--- config.mk ---
export PLATFORM = sky130hd
export DESIGN_NAME = rbd_merge
export DESIGN_NICKNAME = d
export VERILOG_FILES = /design/src/design/rbd_pkg.sv /design/src/design/rbd_merge.sv
export SDC_FILE = /design/constraint.sdc
export NUM_CORES = 1
export LEC_CHECK = 0
export ABC_CLOCK_PERIOD_IN_PS = 1300
export BUFFER_PORTS_ARGS = -buffer_cell sky130_fd_sc_hd__buf_4
export CAP_MARGIN = 25
export CELL_PAD_IN_SITES_DETAIL_PLACEMENT = 1
export CELL_PAD_IN_SITES_GLOBAL_PLACEMENT = 2
export CORE_ASPECT_RATIO = 2
export CORE_UTILIZATION = 29
export CTS_BUF_LIST = sky130_fd_sc_hd__clkbuf_4
export DETAILED_ROUTE_END_ITERATION = 10
export PLACE_DENSITY_LB_ADDON = 0.2
export SETUP_SLACK_MARGIN = 0.05
export SLEW_MARGIN = 20
export SYNTH_ARGS = -nofsm -noshare
export SYNTH_HDL_FRONTEND = slang
export SYNTH_SLANG_ARGS = --single-unit
--- constraint.sdc ---
create_clock -name clock -period 1.3 [get_ports clock]
set_input_delay 0.39 -clock clock [delete_from_list [all_inputs] [get_ports clock]]
set_output_delay 0.39 -clock clock [all_outputs]
set_load 0.01 [all_outputs]
--- src/design/rbd_pkg.sv ---
// shared types and constants for the rgba8 2x2 box downsampler
`timescale 1ns / 1ps

package rbd_pkg;

   localparam int CH_W          = 8;     // one color channel
   localparam int SUM_W         = 9;     // sum of two channels
   localparam int LANES         = 4;     // red, green, blue, alpha
   localparam int LINE_W        = LANES * SUM_W;
   localparam int REG_W         = 13;    // size register width
   localparam int ROW_W         = 12;    // row counter width
   localparam int MAX_HEIGHT    = 4096;
   localparam int DEF_MAX_WIDTH = 4096;

   typedef enum logic [0:0] {
      CSR_SRC_WIDTH  = 1'b0,
      CSR_SRC_HEIGHT = 1'b1
   } csr_index_type;

   // per-request controls for the channel lanes
   typedef struct packed {
      logic load;        // request accepted this cycle
      logic one_column;  // pixel stands for both columns of its pair
      logic store_left;  // left pixel of a pair
      logic emit;        // block completes with this request
   } lane_ctrl_type;

   // stage between request accept and the output register
   typedef struct packed {
      logic valid;
      logic last;
      logic same_rows;   // upper row is the pair itself
   } stage_type;

endpackage

--- src/design/rbd_merge.sv ---
// gathers the lane means into the output register
`timescale 1ns / 1ps

module rbd_merge
   import rbd_pkg::*;
(
   input  logic                             clock,
   input  logic                             reset,
   input  logic                             stage_go,
   input  logic                             stage_last,
   input  logic [LANES-1:0][CH_W-1:0]       means,
   input  logic                             rsp_tready,
   output logic                             rsp_tvalid,
   output logic [LANES*CH_W-1:0]            rsp_tdata,
   output logic                             rsp_tlast
);

   logic                    valid_ff, valid_in;
   logic [LANES*CH_W-1:0]   data_ff;
   logic                    last_ff;

   assign valid_in   = stage_go | (valid_ff & ~rsp_tready);
   assign rsp_tvalid = valid_ff;
   assign rsp_tdata  = data_ff;
   assign rsp_tlast  = last_ff;

   always_ff @(posedge clock) begin
      if (reset) begin
         valid_ff <= 1'b0;
      end else begin
         valid_ff <= valid_in;
      end
      if (stage_go) begin
         data_ff <= means;
         last_ff <= stage_last;
      end
   end

endmodule
==> results by group, run 1 <==
Synth
  • Post-synth EDFFs: 33
  • Most frequent cell after synthesis: edfxtp_1
  • Synth top area cells: edfxtp_1 96%, dfxtp_1 1.9%, a21oi_2 0.85%, nand2b_1 0.61%, inv_1 0.36%
  • Syn_area_per_cell: 27.8 um^2
  • Post-synthesis cell area: 1030 um^2
  • Post-synthesis net count: 74
  • Ys flop type: edfxtp_1
  • Post-synthesis sequential area ratio: 98.2%
  • Yosys Warn Count: 0
  • Post-synth top cells: 33 x edfxtp_1, 1 x a21oi_2, 1 x dfxtp_1, 1 x inv_1, 1 x nand2b_1
  • Seq cells post-synth: 34
  • Cell taking the most area after synthesis: edfxtp_1
  • Top cell type's share of synthesized area: 96.2%
  • Netlist cell types: 5
  • Post-synth ARST share: 0%
  • Cells after synthesis: 37

Clock tree
  • Post-CTS resize count: 18
  • # clock sinks: 34
  • Clk root buf: clkbuf_4
  • Hold Buf Count CTS: 0
  • Clk buf depth: 2
  • H-tree levels: 2
  • Clk slew on worst S/H paths: 100 ps
  • Clock Latency Late Sink: 320 ps
  • TritonCTS clock tree: done
  • TritonCTS buffer count: 5
  • Setup Fix Bufs, Post-CTS: 0

Power and ir drop
  • VDD IR max: 693 uV
  • Total power: 2.20 mW
  • Sequential Power Share: 60.8%
  • Pleak: 0.764 nW
  • Clk pwr share: 24.4%
  • Psw: 0.459 mW
  • Power Dens Cells: 1220 nW/um^2
  • Internal Power: 1.74 mW
  • Switch share: 20.9%
  • Part of the power in combinational logic: 14.9%

Worst setup path
  • Critical path class: flop to output pin
  • R2R cell count: 2
  • Reg2Reg Setup Slack: 700 ps
  • Slowest stage delay, CP: 400 ps
  • Crit start category: flop
  • Crit. End Element: output pin
  • Buf/Inv on CP: 1
  • Req. time, crit path: 910 ps
  • WP data arrival: 860 ps
  • Cells along the critical path: buf_6
  • Crit Reg-Reg Startpoint: rsp_tvalid
  • FF-to-FF End: rsp_tvalid
  • Critical path's slowest cell: edfxtp_1
  • Critical path peak fanout: 1
  • Critical path's top delay family: flip-flops

Routing
  • Antenna-violating nets left: 0
  • Vias per cell: 4.48
  • DRC: 8
  • Wirelength per Cell: 14.1 um
  • WL final: 2100 um
  • First-pass detailed-route iteration total: 7
  • Initial DRC count: 14
  • Vias: 667

Placed design
  • Post-DP HPWL: 1670 um
  • Placed Area: 1620 um^2
  • DP Cell Count: 141
  • GP Congestion: 0.700
  • # port buffers: 70
  • Worst slack at placement: 296 ps

Finish
  • Non-filler cells, final: 149
  • Synth-to-Final Area Change: 74.6%
  • Core Util, Final: 53.2%
  • Layout cells sized above 1: 69.2%
  • Seq. cell area: 1010 um^2
  • ANT cells: 0
  • Final Cell Area: 1800 um^2
  • Fill cells: 320
  • Area of the multi-input gates: 15.0 um^2
  • Nets: 153

Global routing
  • Number of global-route vias before repair: 691
  • Overflow left after global routing: 0
  • GRT Total Usage: 12.1%
  • Global-route wire length before repair: 3150 um
  • Initial antenna violation count: 0
  • Largest net degree at the start of global routing: 22

Die
  • Top Ports: 71
  • Initial Utilization: 30.5%
  • Die area: 3810 um^2
  • Horiz. Die Dim: 44.1 um
  • Row count: 30
  • Core Box Area: 3380 um^2
  • Die height: 86.3 um

Timing
  • Worst-Margin Slew: 153 ps
  • Slack of the critical path: 47.6 ps
  • Crit path time final: 1250 ps
  • Hold WS: 197 ps
  • Setup total negative slack: 0 ps
  • Final setup viols: 0
  • Maximum clock frequency: 798 MHz
  • Max-slew violations: 0
  • Slew headroom: 89.8%
  • Unrepaired setup endpoints after global routing: yes
  • Final worst-path cycle share: 96.3%
  • Final Hold Fails: 0
  • Setup Skew: 0 ps

Min path
  • Hold endpoint: rsp_tvalid
  • WHS Path Cells: 2
  • Hold path startpoint: reset
  • Tightest Hold Check Type: primary input to flop

Status
  • Failing checks: DRC
  • Status: complete, but fails checks

Run
  • # Max-Cap Violations: 0
power by group through the flow:
stage | combinational [mW] | clock [mW] | sequential [mW]
finish | 0.327 | 0.536 | 1.34
floorplan | 0.00348 | 0 | 1.39
global placement | 0.282 | 0 | 1.34
global route | 0.348 | 0.617 | 1.34
detailed placement | 0.287 | 0 | 1.35
CTS | 0.312 | 0.574 | 1.33
flip-flops by register name, indices dropped and copies added, names as in the netlist:
name / flops
rsp_tvalid: 1
rsp_tdata: 32
rsp_tlast: 1
layout by cell type, fill, tap and decap left out:
cell type	n
clkinv_2	1
a21oi_2	1
buf_4	39
buf_6	32
edfxtp_1	33
nand2b_1	1
clkinv_1	1
inv_1	1
dfxtp_2	1
buf_12	1
clkbuf_4	6
per-layer routing:
| layer | vias up | wire length (um) | global-route usage (%) |
|---|---|---|---|
| li1 | 304 | - | - |
| met1 | 305 | 575 | 9.52 |
| met2 | 52 | 1180 | 21.7 |
| met3 | 6 | 278 | 6.04 |
| met4 | 0 | 59 | 7.44 |
| met5 | - | 0 | 0 |
layout make-up:
cell class	count	area share [%]
Multi-Input combinational cell	2	0.835
Timing Repair Buffer	72	37.4
Sequential cell	34	56.3
Clock buffer	6	2.51
Tap cell	32	2.23
Inverter	1	0.209
Clock inverter	2	0.487
worst max-delay path by stage:
| stage | depth (start not counted) | startpoint | slack, ps | endpoint |
|---|---|---|---|---|
| global route | 1 | rsp_tdata[15] | -10 | rsp_tdata[15] |
| detailed placement | 2 | stage_go | 300 | rsp_tdata[24] |
| floorplan | 0 | rsp_tdata[0] | 520 | rsp_tdata[0] |
| finish | 1 | rsp_tdata[15] | 50 | rsp_tdata[15] |
| CTS | 1 | rsp_tdata[15] | 8 | rsp_tdata[15] |
| global placement | 2 | stage_go | 310 | rsp_tdata[27] |
kinds of logic after synthesis:
kind of cell    Yosys count  synth area share, %
flops                    34                 98.2
simple gates              1                0.608
compound gates            1                0.851
buf+inv                   1                0.364
Power figures use the tool's default switching activity.
==> inputs of run 2 (changes only) <==
- ABC_CLOCK_PERIOD_IN_PS: 1300 -> 1620
- CELL_PAD_IN_SITES_DETAIL_PLACEMENT: 1 -> 2
- SLEW_MARGIN: 20 -> default
- clock period: 1.3 -> 1.62 ns (I/O delays scaled with it)
==> results by group, run 2 (same netlist as run 1, synthesis figures left out) <==
Power and ir drop
  • Internal Power: 1.35 mW (was 1.74 mW)
  • Pleak: 0.710 nW (was 0.764 nW)
  • Psw: 0.359 mW (was 0.459 mW)
  • Sequential Power Share: 61.9% (was 60.8%)
  • Part of the power in combinational logic: 12.9% (was 14.9%)
  • Power Dens Cells: 1040 nW/um^2 (was 1220 nW/um^2)
  • Total power: 1.71 mW (was 2.20 mW)
  • VDD IR max: 533 uV (was 693 uV)
  • Clk pwr share: 25.2% (was 24.4%)
  • Switch share: 21.0% (was 20.9%)

Clock tree
  • Clk slew on worst S/H paths: 100 ps (about the same)
  • Clk buf depth: 2 (unchanged)
  • Setup Fix Bufs, Post-CTS: 0 (unchanged)
  • Clk root buf: clkbuf_4 (unchanged)
  • Hold Buf Count CTS: 0 (unchanged)
  • Clock Latency Late Sink: 320 ps (about the same)
  • TritonCTS buffer count: 5 (unchanged)
  • TritonCTS clock tree: done (unchanged)
  • # clock sinks: 34 (unchanged)
  • H-tree levels: 2 (unchanged)
  • Post-CTS resize count: 0 (was 18)

Worst setup path
  • Crit start category: flop (unchanged)
  • Buf/Inv on CP: 1 (unchanged)
  • WP data arrival: 890 ps (was 860 ps)
  • Crit. End Element: output pin (unchanged)
  • Cells along the critical path: buf_4 (was buf_6)
  • Req. time, crit path: 1130 ps (was 910 ps)
  • Critical path's slowest cell: edfxtp_1 (unchanged)
  • Critical path peak fanout: 1 (unchanged)
  • Critical path class: flop to output pin (unchanged)
  • Slowest stage delay, CP: 400 ps (about the same)
  • Critical path's top delay family: flip-flops (unchanged)

Placed design
  • Placed Area: 1600 um^2 (was 1620 um^2)
  • GP Congestion: 0.698 (was 0.700)
  • Post-DP HPWL: 1700 um (was 1670 um)
  • # port buffers: 70 (unchanged)

Global routing
  • Grt met3 use: 4.38% (was 6.04%)
  • Gr busiest metal: met2 (unchanged)
  • Global-route wire length before repair: 3150 um (unchanged)
  • Overflow left after global routing: 0 (unchanged)
  • Largest net degree at the start of global routing: 35 (was 22)
  • GRT Total Usage: 12.3% (was 12.1%)
  • Number of global-route vias before repair: 670 (was 691)
  • Grt met1 use: 11.3% (was 9.52%)
  • M2 GR Usage: 21.7% (unchanged)
  • Initial antenna violation count: 0 (unchanged)

Status
  • Failing checks: DRC (unchanged)
  • Status: complete, but fails checks (unchanged)

Finish
  • ANT cells: 0 (unchanged)
  • Synth-to-Final Area Change: 60.1% (was 74.6%)
  • Fill cells: 322 (was 320)
  • Leading cell type in the layout, fill and taps excluded: buf_4 (unchanged)
  • Final Cell Area: 1650 um^2 (was 1800 um^2)
  • Layout cells sized above 1: 67.8% (was 69.2%)
  • Max reg flops: 32 (unchanged)
  • Nets: 151 (was 153)
  • Most frequent cells in the layout: 70 x buf_4, 33 x edfxtp_1, 6 x clkbuf_4 (was 39 x buf_4, 33 x edfxtp_1, 32 x buf_6)

Routing
  • Wirelength per Cell: 14.9 um (was 14.1 um)
  • Initial DRC count: 20 (was 14)
  • Vias: 659 (was 667)
  • Antenna-violating nets left: 0 (unchanged)
  • DRC: 7 (was 8)
  • WL final: 2190 um (was 2100 um)
  • Vias per cell: 4.48 (about the same)
  • First-pass detailed-route iteration total: 9 (was 7)

Timing
  • Hold WS: 304 ps (was 197 ps)
  • Max-slew violations: 0 (unchanged)
  • Final Hold Fails: 0 (unchanged)
  • Slew headroom: 72.4% (was 89.8%)
  • Unrepaired setup endpoints after global routing: no (was yes)
  • Final worst-path cycle share: 84.7%
  • Crit path time final: 1370 ps
  • Final setup viols: 0 (unchanged)
  • Setup Skew: 0 ps (unchanged)
  • Worst-Margin Slew: 413 ps (was 153 ps)
  • Maximum clock frequency: 729 MHz
  • Setup total negative slack: 0 ps (unchanged)

Run
  • # Max-Cap Violations: 0 (unchanged)

Die
  • Die area: 3810 um^2 (unchanged)
  • Top Ports: 71 (unchanged)
  • Row count: 30 (unchanged)
  • Die height: 86.3 um (unchanged)
  • Horiz. Die Dim: 44.1 um (unchanged)
  • Initial Utilization: 30.5% (unchanged)
  • Core Box Area: 3380 um^2 (unchanged)

Min path
  • Tightest Hold Check Type: primary input to flop (unchanged)
run 2: cell count changes in the layout (fill, tap and decap cells not counted):
cell and change:
buf_4 +31, buf_12 -1, dfxtp_2 -1, dfxtp_1 +1, buf_6 -32
run 2: per-stage QoR:
step / instances / setup WS, ps / utilization, %
2_1_floorplan: 37 / 740 / -
3_3_place_gp: 139 / 425 / 47.2
3_5_place_dp: 139 / 401 / 47.2
4_1_cts: 147 / 210 / 48.8
5_1_grt: 147 / 200 / 48.8
6_report: 147 / 248 / 48.8
run 2: cell type report:
cell class | count | area [um^2] | area share (%)
multi-input cells | 2 | 15.0 | 0.910
repair buffers | 70 | 526 | 31.9
flip-flops and latches | 34 | 1010 | 61.3
well taps | 32 | 40.0 | 2.43
inverters | 1 | 3.75 | 0.228
clock inverters | 2 | 8.76 | 0.531
clock buffers | 6 | 45.0 | 2.73
run 2: worst paths after layout:
check                startpoint       endpoint  slack (ps)  depth (start not counted)
setup / recovery  rsp_tdata[16]  rsp_tdata[16]         250                          1
hold reg to reg      rsp_tvalid     rsp_tvalid         500                          2
setup reg to reg     rsp_tvalid     rsp_tvalid        1010                          2
hold / removal            reset     rsp_tvalid         300                          2
run 2: power groups by stage:
stage,sequential [mW],clock (mW),combinational [mW]
global placement,1.08,0,0.218
finish,1.06,0.431,0.221
CTS,1.06,0.460,0.226
detailed placement,1.08,0,0.226
global route,1.07,0.489,0.236
floorplan,1.12,0,0.00279
run 2: per-layer routing:
metal	part of all wire (%)	routed length [um]	up-vias
met5	0	0	-
met4	2.5	54	0
met3	11	243	5
met2	57	1260	52
met1	29	638	304
li1	-	-	298
==> inputs of run 3 (changes only) <==
- ABC_CLOCK_PERIOD_IN_PS: 1620 -> 1300
- CORE_UTILIZATION: 29 -> 27
- clock period: 1.62 -> 1.3 ns (I/O delays scaled with it)
==> results by group, run 3 (same netlist as run 1, synthesis figures left out) <==
Timing
  • Slew headroom: 72.3% (was 72.4%)
  • Slack of the critical path: 39.8 ps (was 248 ps)
  • Final worst-path cycle share: 96.9%
  • Final Hold Fails: 0 (unchanged)
  • Worst-Margin Slew: 415 ps (was 413 ps)
  • Maximum clock frequency: 794 MHz
  • Setup total negative slack: 0 ps (unchanged)
  • Max-slew violations: 0 (unchanged)
  • Crit path time final: 1260 ps
  • Setup Skew: 0 ps (unchanged)
  • Unrepaired setup endpoints after global routing: yes (was no)
  • Final setup viols: 0 (unchanged)

Clock tree
  • Clk buf depth: 2 (unchanged)
  • # clock sinks: 34 (unchanged)
  • Clk root buf: clkbuf_4 (unchanged)
  • TritonCTS buffer count: 5 (unchanged)
  • Clock Latency Late Sink: 310 ps (was 320 ps)
  • Setup Fix Bufs, Post-CTS: 0 (unchanged)
  • Clk slew on worst S/H paths: 90 ps (was 100 ps)
  • TritonCTS clock tree: done (unchanged)
  • H-tree levels: 2 (unchanged)

Finish
  • Non-filler cells, final: 164 (was 147)
  • Area of the multi-input gates: 15.0 um^2 (unchanged)
  • ANT cells: 0 (unchanged)
  • Core Util, Final: 49.4% (was 48.8%)
  • Max reg flops: 32 (unchanged)
  • Synth-to-Final Area Change: 74.8% (was 60.1%)
  • Fill cells: 379 (was 322)
  • Nets: 151 (unchanged)
  • Final Cell Area: 1800 um^2 (was 1650 um^2)
  • Layout cells sized above 1: 68.7% (was 67.8%)
  • Leading cell type in the layout, fill and taps excluded: buf_4 (unchanged)
  • Most frequent cells in the layout: 37 x buf_4, 33 x buf_6, 33 x edfxtp_1 (was 70 x buf_4, 33 x edfxtp_1, 6 x clkbuf_4)
  • Seq. cell area: 1010 um^2 (unchanged)

Worst setup path
  • Buf/Inv on CP: 1 (unchanged)
  • Critical path class: flop to output pin (unchanged)
  • Cells along the critical path: buf_6 (was buf_4)
  • R2R cell count: 2 (unchanged)
  • Req. time, crit path: 910 ps (was 1130 ps)
  • Critical path's slowest cell: edfxtp_1 (unchanged)
  • WP depth: 1 (unchanged)
  • Crit start category: flop (unchanged)
  • Critical path's top delay family: flip-flops (unchanged)
  • Critical path peak fanout: 1 (unchanged)
  • Crit. End Element: output pin (unchanged)
  • Slowest stage delay, CP: 410 ps (was 400 ps)
  • WP data arrival: 870 ps (was 890 ps)

Routing
  • Wirelength per Cell: 14.0 um (was 14.9 um)
  • Vias: 665 (was 659)
  • First-pass detailed-route iteration total: 3 (was 9)
  • Vias per cell: 4.05 (was 4.48)
  • DRC: 0 (was 7)
  • Antenna-violating nets left: 0 (unchanged)
  • WL final: 2290 um (was 2190 um)
  • Initial DRC count: 7 (was 20)

Min path
  • WHS Path Cells: 2 (unchanged)
  • Tightest Hold Check Type: primary input to flop (unchanged)

Power and ir drop
  • Power Dens Cells: 1240 nW/um^2 (was 1040 nW/um^2)
  • VDD IR max: 770 uV (was 533 uV)
  • Pleak: 0.755 nW (was 0.710 nW)

Status
  • Status: finished, final reports clean (was complete, but fails checks)

Global routing
  • Number of global-route vias before repair: 718 (was 670)
  • Largest net degree at the start of global routing: 35 (unchanged)
  • Overflow left after global routing: 0 (unchanged)
  • GRT Total Usage: 12.1% (was 12.3%)
  • Global-route wire length before repair: 3240 um (was 3150 um)
  • Initial antenna violation count: 0 (unchanged)

Die
  • Core Box Area: 3650 um^2 (was 3380 um^2)
  • Horiz. Die Dim: 45.7 um (was 44.1 um)
  • Row count: 31 (was 30)
  • Die area: 4080 um^2 (was 3810 um^2)
  • Initial Utilization: 28.2% (was 30.5%)
  • Top Ports: 71 (unchanged)
  • Die height: 89.3 um (was 86.3 um)

Placed design
  • GP Congestion: 0.630 (was 0.698)
  • # port buffers: 70 (unchanged)
  • DP Cell Count: 156 (was 139)
  • Worst slack at placement: 175 ps (was 401 ps)
  • Placed Area: 1620 um^2 (was 1600 um^2)

Run
  • # Max-Cap Violations: 0 (unchanged)
run 3: metal layers:
layer  global-route usage (%)  wire (um)  vias to the layer above
met5                        0          0                        -
met4                     6.61         33                        0
met3                     7.07        327                        5
met2                     22.2       1320                       57
met1                     8.99        610                      305
li1                         -          -                      298
run 3: final timing paths:
path	start	endpoint	slack, ps
max reg2reg	rsp_tvalid	rsp_tvalid	710
max	rsp_tdata[12]	rsp_tdata[12]	40
min reg2reg	rsp_tvalid	rsp_tvalid	490
min	reset	rsp_tvalid	220
run 3: where the power goes:
part | total [mW] | internal, mW | switching (mW)
Combinational | 0.322 | 0.212 | 0.110
Clock | 0.579 | 0.278 | 0.301
Sequential | 1.34 | 1.30 | 0.0393
run 3: cell type report:
class                      count  share of cell area (%)
tap                           49                    3.41
sequential                    34                    56.2
multi-input combinational      2                   0.834
inverter                       1                   0.208
timing repair buffer          70                    36.1
clock buffer                   8                    3.34
run 3: per-stage QoR:
| stage | hold slack (ps) | power [mW] |
|---|---|---|
| after floorplan | 452 | 1.40 |
| after global placement | 472 | 1.62 |
| after detailed placement | 486 | 1.63 |
| after CTS | 195 | 2.27 |
| after global routing | 194 | 2.35 |
| final | 218 | 2.24 |
run 3: timing repair:
action	CTS	global route
resized for setup	22	11
endpoints found under the setup margin	25	33
hold endpoints to repair	0	0
hold buffers	0	0
