[src/design/rbd_pkg.sv]
// shared types and constants for the rgba8 2x2 box downsampler
`timescale 1ns / 1ps

package rbd_pkg;

   localparam int CH_W          = 8;     // one color channel
   localparam int SUM_W         = 9;     // sum of two channels
   localparam int LANES         = 4;     // red, green, blue, alpha
   localparam int LINE_W        = LANES * SUM_W;
   localparam int REG_W         = 13;    // size register width
   localparam int ROW_W         = 12;    // row counter width
   localparam int MAX_HEIGHT    = 4096;
   localparam int DEF_MAX_WIDTH = 4096;

   typedef enum logic [0:0] {
      CSR_SRC_WIDTH  = 1'b0,
      CSR_SRC_HEIGHT = 1'b1
   } csr_index_type;

   // per-request controls for the channel lanes
   typedef struct packed {
      logic load;        // request accepted this cycle
      logic one_column;  // pixel stands for both columns of its pair
      logic store_left;  // left pixel of a pair
      logic emit;        // block completes with this request
   } lane_ctrl_type;

   // stage between request accept and the output register
   typedef struct packed {
      logic valid;
      logic last;
      logic same_rows;   // upper row is the pair itself
   } stage_type;

endpackage

[src/design/rbd_lane.sv]
// one color channel: horizontal pair sum and rounded block mean
`timescale 1ns / 1ps

module rbd_lane
   import rbd_pkg::*;
(
   input  logic                clock,
   input  lane_ctrl_type       lane_ctrl,
   input  logic [CH_W-1:0]     pixel,
   input  logic [SUM_W-1:0]    upper_sum,
   input  logic                same_rows,
   output logic [SUM_W-1:0]    pair_sum,
   output logic [CH_W-1:0]     mean
);

   logic [CH_W-1:0]  left_ff;
   logic [SUM_W-1:0] pair_ff;
   logic [SUM_W-1:0] upper;
   logic [SUM_W:0]   total;

   assign pair_sum = lane_ctrl.one_column
                     ? SUM_W'(pixel) + SUM_W'(pixel)
                     : SUM_W'(left_ff) + SUM_W'(pixel);

   // round to nearest: (sum + 2) >> 2
   assign upper = same_rows ? pair_ff : upper_sum;
   assign total = (SUM_W + 1)'(upper) + (SUM_W + 1)'(pair_ff) + (SUM_W + 1)'(2);
   assign mean  = total[SUM_W:2];

   always_ff @(posedge clock) begin
      if (lane_ctrl.load && lane_ctrl.store_left) begin
         left_ff <= pixel;
      end
      if (lane_ctrl.load && lane_ctrl.emit) begin
         pair_ff <= pair_sum;
      end
   end

endmodule

[config.mk]
export PLATFORM = sky130hd
export DESIGN_NAME = rbd_lane
export DESIGN_NICKNAME = d
export VERILOG_FILES = /design/src/design/rbd_pkg.sv /design/src/design/rbd_lane.sv
export SDC_FILE = /design/constraint.sdc
export NUM_CORES = 1
export LEC_CHECK = 0
export ABC_AREA = 1
export BUFFER_PORTS_ARGS = -buffer_cell sky130_fd_sc_hd__buf_2
export CAP_MARGIN = 30
export CELL_PAD_IN_SITES_DETAIL_PLACEMENT = 1
export CELL_PAD_IN_SITES_GLOBAL_PLACEMENT = 2
export CORE_MARGIN = 5
export CORE_UTILIZATION = 30
export CTS_CLUSTER_SIZE = 10
export DETAILED_ROUTE_END_ITERATION = 8
export HOLD_SLACK_MARGIN = 0.08
export PLACE_DENSITY_LB_ADDON = 0.1
export SETUP_SLACK_MARGIN = 0.15
export SLEW_MARGIN = 20
export SYNTH_ARGS = -nofsm -noshare
export SYNTH_HDL_FRONTEND = slang
export SYNTH_SLANG_ARGS = --single-unit
[constraint.sdc]
create_clock -name clock -period 2.7 [get_ports clock]
set_input_delay 0.27 -clock clock [delete_from_list [all_inputs] [get_ports clock]]
set_output_delay 0.27 -clock clock [all_outputs]
set_load 0.01 [all_outputs]
==> results of run 1 <==
==> power by group through the flow <==
stage / clock network [mW] / logic, mW / registers [mW]
6_report: 0.190 / 0.468 / 0.328
5_1_grt: 0.216 / 0.543 / 0.329
4_1_cts: 0.197 / 0.477 / 0.328
3_5_place_dp: 0 / 0.474 / 0.334
3_3_place_gp: 0 / 0.467 / 0.334
2_1_floorplan: 0 / 0.321 / 0.331
==> sequential cells by signal, indices dropped and copies added (netlist names) <==
register  cells
left_ff       8
pair_ff       9
==> per-layer routing <==
layer  vias to the layer above  routed length (microns)
met5                         -                        0
met4                         0                       43
met3                         5                      127
met2                        20                     1840
met1                       588                     1370
li1                        704                        -
==> worst min path at each step <==
stage                     slack, ns     start  cells past startpoint                   end
after floorplan                0.37  pixel[0]                      0  left_ff[0]$_DFFE_PP_
after global placement         0.48  pixel[5]                      1  left_ff[5]$_DFFE_PP_
after detailed placement       0.48  pixel[6]                      1  left_ff[6]$_DFFE_PP_
after CTS                      0.22  pixel[2]                      1  left_ff[2]$_DFFE_PP_
after global routing           0.21  pixel[0]                      1  left_ff[0]$_DFFE_PP_
final                          0.22  pixel[2]                      1  left_ff[2]$_DFFE_PP_
==> kinds of logic after synthesis <==
| logic type | after synthesis |
|---|---|
| and+or+nand+nor | 98 |
| buffers and inverters | 27 |
| adders and majority gates | 25 |
| DFF | 17 |
| AOI/OAI and AO/OA | 10 |
| muxes | 8 |
| xor gates and xnor gates | 6 |
==> layout make-up <==
cell class | count | area (sq um) | share of cell area, %
inverters | 25 | 96.3 | 5.11
flip-flops and latches | 17 | 510 | 27.1
clock buffers | 3 | 41.3 | 2.19
repair buffers | 39 | 195 | 10.3
well taps | 70 | 87.6 | 4.64
multi-input cells | 147 | 951 | 50.4
clock inverters | 1 | 5.00 | 0.265
==> layout by cell type, fill, tap and decap left out, types with 2 or more instances in the layout <==
master    synthesis  layout
nand2_2           2       3
nand3_2           2       2
o21ai_0           2       2
nand2_1          69      68
edfxtp_1         17      17
clkbuf_8          0       3
nand3_1          11      11
buf_2             1      39
a21oi_1           5       5
ha_1             23      21
mux2_2            8       8
nand4_1           2       2
ha_2              0       2
xor2_1            6       6
inv_1            24      24
nor2_1           11      10
==> per-stage QoR <==
stage	setup WS [ns]	total power [mW]	hold slack, ns	utilization (%)
after floorplan	0.646	0.652	0.369	-
after global placement	0.410	0.800	0.479	36.0
after detailed placement	0.326	0.807	0.480	36.0
after CTS	0.194	1.00	0.218	36.9
after global routing	0.165	1.09	0.211	37.2
final	0.322	0.986	0.219	37.2
==> out/qor.yml, run 1 <==
gp_congestion: 0.684
synth_edf_count: 17
syn_to_final_growth_pct: 20.8
internal_power_mw: 0.618
synth_compound_area_share_pct: 3.77
start_util_pct: 30.8
end_kind: "output pin"
dp_hpwl_mm: 3.01
fmaxAchievable_ghz: 0.421
final_area_sq_um: 1890
vias: 1317
cp-startpoint: "pair_ff[2]$_DFFE_PP_"
synthArstFlopShare_pct: 0
track_usage_pct: 11.1
pwr-share-comb_pct: 47.4
num_rows: 26
hold_violations: 0
powerDensity_nw_per_um2: 523
crit_path_end: "mean[7]"
slew_headroom_pct: 78.0
wl_mm: 3.38
die_w_microns: 82.1
reg2reg_to: "pair_ff[8]$_DFFE_PP_"
critical_path_arrival_ns: 2.11
netlist_area_sq_um: 1560
yosys_warnings: 0
io_buffers: 39
cpMostUsedCell: "nand2_1"
drv_slew: 0
hold_class: "input pin to flip-flop"
pin_count: 40
worstSetupStartpointType: "flip-flop"
synth_cell_types: 21
power.switching_mw: 0.368
drive_gt1_share_pct: 27.2
cts_sinks: 17
drv_cap: 0
clkSlewWorstSetupHoldPaths_ns: 0.07
syn_inst: 191
gr-max-usage-layer: "met2"
r2r_setup_slack_ns: 0.76
critPathTopFamily: "adder cells"
ys_seq_area_share_pct: 32.7
fin_cells: 302
synth-xor-area-share_pct: 3.37
placed_area_sq_um: 1830
p_leak_nw: 1.00
cts_setup_buffers: 0
ir_worst_vdd_mv: 0.249
reg2reg_depth: 7
tightestPinTransition_ns: 0.330
cp_slowest_cell: "edfxtp_1"
postCtsHoldBufs: 0
critPathMaxStageDelay_ns: 0.41
synth_area_leaders: "edfxtp_1 33%, ha_1 18%, nand2_1 17%"
synthSimpleGateAreaFrac_pct: 26.2
antenna_found_initial: 0
grt_use_met1_pct: 11.7
grt-ovfl-total: 0
p_clk_share_pct: 19.3
routedWlPerCell_microns: 11.2
htree_levels: 1
core_sq_um: 5070
diodes: 0
synth_mux_area_share_pct: 5.77
synth_top_family_by_area: "simple AND/OR/NAND/NOR gates"
grt_max_degree: 11
fin_crit_sh_pct: 88.1
cts_root_buffer: "clkbuf_8"
crit_buf_inv: 1
netlist.area_leader.share_pct: 32.7
final_antenna_net_count: 0
r2r-start: "left_ff[0]$_DFFE_PP_"
synthTopCellsByCount: "69 x nand2_1, 24 x inv_1, 23 x ha_1, 17 x edfxtp_1"
gr-usage-met2_pct: 22.0
use_met3_pct: 1.41
cp_num_cells: 11
synth_top_cell_by_area: "edfxtp_1"
dp_cells: 298
cp.required_ns: 2.43
swShare_pct: 37.3
first_iter_violations: 14
syn-num-nets: 239
synth_ff_type: "edfxtp_1"
cts_tree: "built"
cts_resized: 0
setup_viol: 0
ctsLongestPathBuffers: 2
tns_ns: 0
cts_buffers: 3
num-fill-cells: 643
grt_setup_unrepaired: "false"
synth_fa_ha_area_share_pct: 21.0
crit_fanout: 3
first_pass_iters: 4
viasPerCell: 4.36
dieArea_sq_um: 6750
min_period_ns: 2.38
crit_type: "flip-flop to output pin"
grt_first_pass_wirelength_mm: 5.82
pwr-share-seq_pct: 33.3
drc_errors: 0
avgSynthCellArea_sq_um: 8.18
die_y_microns: 82.1
path_cells: "nand2_1, nand2_1, ha_1, fa_2, nand3_1, nand2_2, nand2_1, nand2_1, nand2_1, nand2_1, buf_2"
grt_pass1_vias: 1360
synth_most_common_cell: "nand2_1"
nets: 281
skew_ns: 0.00476
insertion_delay_ns: 0.25
synth_seq_cells: 17
outcome: "finished, final reports clean"
Note: power is estimated with default switching activity, not from simulation.
==> inputs of run 2 (changes only) <==
--- a/config.mk
+++ b/config.mk
@@ -10,9 +10,10 @@
 export CAP_MARGIN = 30
 export CELL_PAD_IN_SITES_DETAIL_PLACEMENT = 1
 export CELL_PAD_IN_SITES_GLOBAL_PLACEMENT = 2
+export CORE_ASPECT_RATIO = 0.5
 export CORE_MARGIN = 5
 export CORE_UTILIZATION = 30
-export CTS_CLUSTER_SIZE = 10
+export CTS_CLUSTER_SIZE = 14
 export DETAILED_ROUTE_END_ITERATION = 8
 export HOLD_SLACK_MARGIN = 0.08
 export PLACE_DENSITY_LB_ADDON = 0.1
==> constraint.sdc (replaced) <==
create_clock -name clock -period 2.7 [get_ports clock]
set_input_delay 0.405 -clock clock [delete_from_list [all_inputs] [get_ports clock]]
set_output_delay 0.405 -clock clock [all_outputs]
set_load 0.01 [all_outputs]
==> run 2 against run 1 <==
Against the previous run: maximum frequency down 3.6%; final area up 12%; sequential share of layout area down 2.8 points; global-route usage down 0.79 points; non-clock buffer count up 8; utilization up 5.1 points.
==> out/qor.yml, run 2 (synthesized netlist as in run 1, its figures left out) <==
cts_sinks: 17
dieArea_sq_um: 6840
grt_max_degree: 11
core_sq_um: 4980
nets: 289
reg2reg_to: "pair_ff[6]$_DFFE_PP_"
pin_count: 40
ctsLongestPathBuffers: 2
grt_setup_unrepaired: "true"
regMostFlops: "pair_ff"
hold_violations: 0
vias: 1340
cp_slowest_cell: "fa_2"
r2r_setup_slack_ns: 0.88
placed_area_sq_um: 1830
antenna_found_initial: 0
swShare_pct: 37.6
path_cells: "inv_1, nand2_1, o21ai_1, ha_1, nor2_4, fa_2, nand3_2, nand2_4, nand2_2, nand2_2, nand2_1, nand2_1, buf_2"
fin_crit_sh_pct: 91.4
grt_first_pass_wirelength_mm: 5.66
crit_fanout: 3
critPathTopFamily: "adder cells"
cp.required_ns: 2.30
insertion_delay_ns: 0.26
hold_class: "input pin to flip-flop"
cpMostUsedCell: "nand2_1"
p_leak_nw: 1.05
drv_cap: 0
drc_errors: 0
holdWs_ns: 0.351
clkSlewWorstSetupHoldPaths_ns: 0.07
tightestPinTransition_ns: 0.314
ir_worst_vdd_mv: 0.243
setup_viol: 0
track_usage_pct: 10.3
final_cell_mix: "65 x nand2_1, 37 x buf_2, 22 x inv_1, 17 x edfxtp_1, 13 x ha_1"
p_total_mw: 1.10
fmaxAchievable_ghz: 0.405
drv_slew: 0
syn_to_final_growth_pct: 34.9
pwr-share-comb_pct: 52.2
final_common_cell: "nand2_1"
gp_congestion: 0.739
pwr-share-seq_pct: 29.9
die_y_microns: 61.0
die_w_microns: 112
viasPerCell: 4.32
multi_input_area_sq_um: 1100
whs_endpoint: "left_ff[2]$_DFFE_PP_"
wl_met1_mm: 1.75
outcome: "finished, final reports clean"
dp_hpwl_mm: 2.92
skew_ns: 0.00147
first_iter_violations: 14
start_util_pct: 31.4
slew_headroom_pct: 79.0
crit_type: "flip-flop to output pin"
crit_buf_inv: 2
num_rows: 18
wl_met2_mm: 1.70
drive_gt1_share_pct: 37.5
num-fill-cells: 606
critPathMaxStageDelay_ns: 0.40
highest_layer: "met4"
final_area_sq_um: 2110
area.sequential_sq_um: 510
hp-start: "pixel[2]"
tns_ns: 0
power.switching_mw: 0.412
r2r-start: "left_ff[0]$_DFFE_PP_"
p_clk_share_pct: 17.9
reg.largest.list: "pair_ff x9, left_ff x8"
io_buffers: 39
met3_length_microns: 119
internal_power_mw: 0.683
critical_path_arrival_ns: 2.06
grt_pass1_vias: 1253
reg2reg_depth: 7
min_period_ns: 2.47
largest_reg_flops: 9
routedWlPerCell_microns: 11.7
worstHoldPathCells: 1
cts_buffers: 3
cts_tree: "built"
cts_root_buffer: "clkbuf_8"
worstSetupStartpointType: "flip-flop"
end_kind: "output pin"
final_antenna_net_count: 0
powerDensity_nw_per_um2: 520
first_pass_iters: 4
diodes: 0
grt-ovfl-total: 0
wl_mm: 3.62
htree_levels: 1
[run 2: changes by cell type in the layout (fill, tap and decap cells not counted), moves of 3 or more]
| cell | delta |
|---|---|
| ha_1 | -8 |
| nand2_1 | -3 |
| buf_4 | +10 |
| ha_4 | +9 |
[run 2: worst max path at each step]
stage,start,to,depth (start not counted)
floorplan,lane_ctrl[2],pair_sum[4],7
finish,pair_ff[1]$_DFFE_PP_,mean[7],13
global route,pair_ff[1]$_DFFE_PP_,mean[7],13
global placement,lane_ctrl[2],pair_sum[6],9
detailed placement,same_rows,mean[7],13
CTS,pair_ff[2]$_DFFE_PP_,mean[7],11
[run 2: cell type report]
type,instances,share of cell area [%]
clock buffer,3,1.96
clock inverter,1,0.238
inverter,25,4.58
multi-input combinational,147,52.5
sequential,17,24.2
tap,70,4.16
timing repair buffer,47,12.4
[run 2: worst reg2reg max path, cell delays in order, from the launching register on]
cell	delay (ns)
edfxtp_1	0.35
mux2_2	0.26
ha_1	0.22
fa_2	0.37
nand4_1	0.13
nand3_2	0.10
nand2_1	0.07
nand2_1	0.07
[run 2: power by group through the flow]
stage | Combinational (mW) | Clock, mW | Sequential [mW]
4_1_cts | 0.491 | 0.204 | 0.329
6_report | 0.572 | 0.196 | 0.327
3_3_place_gp | 0.470 | 0 | 0.334
3_5_place_dp | 0.475 | 0 | 0.334
2_1_floorplan | 0.321 | 0 | 0.331
5_1_grt | 0.648 | 0.218 | 0.329
[run 2: layer usage]
metal  GRT usage (%)  up-vias
li1                -      719
met1            13.1      598
met2            18.6       17
met3            1.18        6
met4            4.11        0
met5               0        -
[run 2: metrics by stage]
step | utilization, % | worst slack, ns | cells
4_1_cts | 38.3 | 0.137 | 302
2_1_floorplan | - | 0.376 | 191
3_3_place_gp | 36.7 | 0.145 | 298
3_5_place_dp | 36.7 | 0.0955 | 298
6_report | 42.3 | 0.233 | 310
5_1_grt | 42.3 | 0.0833 | 310
[run 2: what timing repair did]
action	4_1_cts	5_1_grt
hold buffers	0	0
pin swaps	0	12
endpoints found under the setup margin	5	8
gates resized for setup	6	24
setup buffers	0	8
==> inputs of run 3 (changes only) <==
--- a/config.mk
+++ b/config.mk
@@ -5,14 +5,13 @@
 export SDC_FILE = /design/constraint.sdc
 export NUM_CORES = 1
 export LEC_CHECK = 0
-export ABC_AREA = 1
 export BUFFER_PORTS_ARGS = -buffer_cell sky130_fd_sc_hd__buf_2
 export CAP_MARGIN = 30
 export CELL_PAD_IN_SITES_DETAIL_PLACEMENT = 1
 export CELL_PAD_IN_SITES_GLOBAL_PLACEMENT = 2
 export CORE_ASPECT_RATIO = 0.5
 export CORE_MARGIN = 5
-export CORE_UTILIZATION = 30
+export CORE_UTILIZATION = 33
 export CTS_CLUSTER_SIZE = 14
 export DETAILED_ROUTE_END_ITERATION = 8
 export HOLD_SLACK_MARGIN = 0.08
==> run 3 against run 2 <==
Against the previous run: the run now ends with setup timing left; register-to-register slack got worse by 0.48 ns; first-iteration DRC count decreased by 21%; sequential share of layout area is 2.8 points lower; cell count is 17% lower; clock-buffer cell count is the same; routed wire length increased by 5.2%; sequential cell count is the same; die area fell by 13%; critical endpoint unchanged.
==> out/qor.yml, run 3 <==
netlist_area_sq_um: 1470
cts_root_buffer: "clkbuf_8"
power.switching_mw: 0.456
diodes: 0
first_pass_iters: 2
setup_viol: 5
insertion_delay_ns: 0.25
multi_input_area_sq_um: 1240
routedWlPerCell_microns: 14.7
cts_buffers: 3
crit_fanout: 2
grt-ovfl-total: 0
synth_top_cell_by_area: "edfxtp_1"
crit_type: "flip-flop to output pin"
nets: 250
final_cell_mix: "36 x buf_2, 35 x buf_4, 17 x edfxtp_1, 14 x ha_4, 9 x mux2_4"
synth_cell_types: 30
drive_gt1_share_pct: 66.7
die_y_microns: 57.2
syn-num-nets: 172
dieArea_sq_um: 5970
synth_edf_count: 17
first_iter_violations: 11
internal_power_mw: 0.867
drv_slew: 0
synth_ff_type: "edfxtp_1"
powerDensity_nw_per_um2: 556
vias: 1244
slew_headroom_pct: 72.2
syn_to_final_growth_pct: 61.9
core_sq_um: 4340
final_antenna_net_count: 0
io_buffers: 39
tightestPinTransition_ns: 0.417
cp.required_ns: 2.30
start_util_pct: 33.9
clkSlewWorstSetupHoldPaths_ns: 0.06
swShare_pct: 34.5
track_usage_pct: 12.7
area.sequential_sq_um: 510
postCtsHoldBufs: 0
grt_first_pass_wirelength_mm: 6.14
critical_path_arrival_ns: 2.42
largest_reg_flops: 9
synth_seq_cells: 17
grt_max_degree: 11
fmaxAchievable_ghz: 0.354
outcome: "finished with violations"
violations: "setup timing"
ir_worst_vdd_mv: 0.412
hold_class: "input pin to flip-flop"
gp_congestion: 0.804
antenna_found_initial: 0
end_kind: "output pin"
p_leak_nw: 1.05
regMostFlops: "pair_ff"
pwr-share-seq_pct: 25.1
reg2reg_depth: 9
drv_cap: 0
synthArstFlopShare_pct: 0
synth_most_common_cell: "ha_1"
num_rows: 17
hold_violations: 0
ctsLongestPathBuffers: 2
final_common_cell: "buf_2"
skew_ns: 0.00148
fin_crit_sh_pct: 105
pwr-share-comb_pct: 60.7
worstSetupStartpointType: "flip-flop"
synth_area_leaders: "edfxtp_1 35%, ha_1 20%, mux2_2 11%"
pin_count: 40
grt_pass1_vias: 1326
reg.largest.list: "pair_ff x9, left_ff x8"
tns_ns: -0.388
drc_errors: 0
netlist.area_leader.share_pct: 34.8
cts_sinks: 17
p_clk_share_pct: 14.2
syn_inst: 124
num-fill-cells: 468
min_period_ns: 2.83
grt_setup_unrepaired: "true"
htree_levels: 1
finalCoreUtilization_pct: 54.8
viasPerCell: 4.82
avgSynthCellArea_sq_um: 11.8
layout_setup_ws_ns: -0.126
synthTopCellsByCount: "23 x ha_1, 17 x edfxtp_1, 15 x mux2_2, 9 x a21oi_1, 9 x xnor2_1"
ys_seq_area_share_pct: 34.8
cts_tree: "built"
yosys_warnings: 0
worstHoldPathCells: 1
wl_mm: 3.81
die_w_microns: 104
dp_hpwl_mm: 3.05
[run 3: cell types whose count changed after synthesis, moves of 3 or more]
cell	change
nand2_1	-65
a21oi_1	+4
nor2_1	-6
nand3_1	-8
mux2_2	+7
nor3_1	+3
a21o_1	+3
inv_1	-20
xnor2_1	+9
[run 3: power groups by stage]
stage | registers, mW | logic, mW | clock network, mW
global route | 0.334 | 0.880 | 0.213
CTS | 0.332 | 0.743 | 0.194
detailed placement | 0.337 | 0.671 | 0
floorplan | 0.336 | 0.410 | 0
global placement | 0.336 | 0.656 | 0
finish | 0.332 | 0.804 | 0.187
[run 3: repair_timing]
action                                  in CTS  in global routing
pin swaps                                   10                 17
buffers inserted                             6                  6
endpoints found under the setup margin      10                 11
gates resized for setup                     20                 17
[run 3: worst paths after layout]
kind	startpoint	slack (ns)	to
setup / recovery	pair_ff[2]$_DFFE_PP_	-0.13	mean[7]
hold / removal	pixel[7]	0.37	left_ff[7]$_DFFE_PP_
setup reg to reg	left_ff[0]$_DFFE_PP_	0.40	pair_ff[6]$_DFFE_PP_
hold reg to reg	left_ff[0]$_DFFE_PP_	0.72	pair_ff[0]$_DFFE_PP_
[run 3: kinds of logic after synthesis]
| kind of cell | after synthesis | synth area share, % |
|---|---|---|
| AOI/OAI and AO/OA | 21 | 10.1 |
| xor gates and xnor gates | 13 | 7.75 |
| adders and majority gates | 25 | 22.3 |
| buffers and inverters | 7 | 2.38 |
| DFF | 17 | 34.8 |
| muxes | 16 | 12.2 |
| and+or+nand+nor | 25 | 10.6 |
[run 3: cell type report]
class                           count  area share, %
Timing Repair Buffer               76           21.0
Multi-Input combinational cell    100           52.0
Clock inverter                      1          0.210
Sequential cell                    17           21.5
Inverter                            4          0.631
Clock buffer                        3           1.74
Tap cell                           57           3.00
[run 3: metrics by stage]
| stage | area [sq um] | hold WS [ns] | instances | setup WS, ns | total power, mW |
|---|---|---|---|---|---|
| 2_1_floorplan | 1610 | 0.504 | 124 | 0.102 | 0.746 |
| 3_3_place_gp | 2020 | 0.612 | 242 | -0.174 | 0.992 |
| 3_5_place_dp | 2020 | 0.617 | 242 | -0.244 | 1.01 |
| 4_1_cts | 2230 | 0.353 | 252 | -0.156 | 1.27 |
| 5_1_grt | 2380 | 0.354 | 258 | -0.266 | 1.43 |
| 6_report | 2380 | 0.367 | 258 | -0.126 | 1.32 |
[run 3: critical path, cell delays in order, from the launching register on]
cell and delay [ns]:
edfxtp_1 0.40, mux2_4 0.29, ha_4 0.24, fa_2 0.38, a21oi_2 0.17, o211ai_1 0.14
o41ai_2 0.27, xnor2_1 0.15, buf_2 0.14
[run 3: routing by layer]
metal,part of all wire (%),vias up,track usage (%),routed length (microns)
met2,52,17,23.4,1980
met3,3.1,2,2.60,117
met1,45,600,15.8,1690
met4,0.37,0,2.21,14
met5,0,-,0,0
li1,-,625,-,-
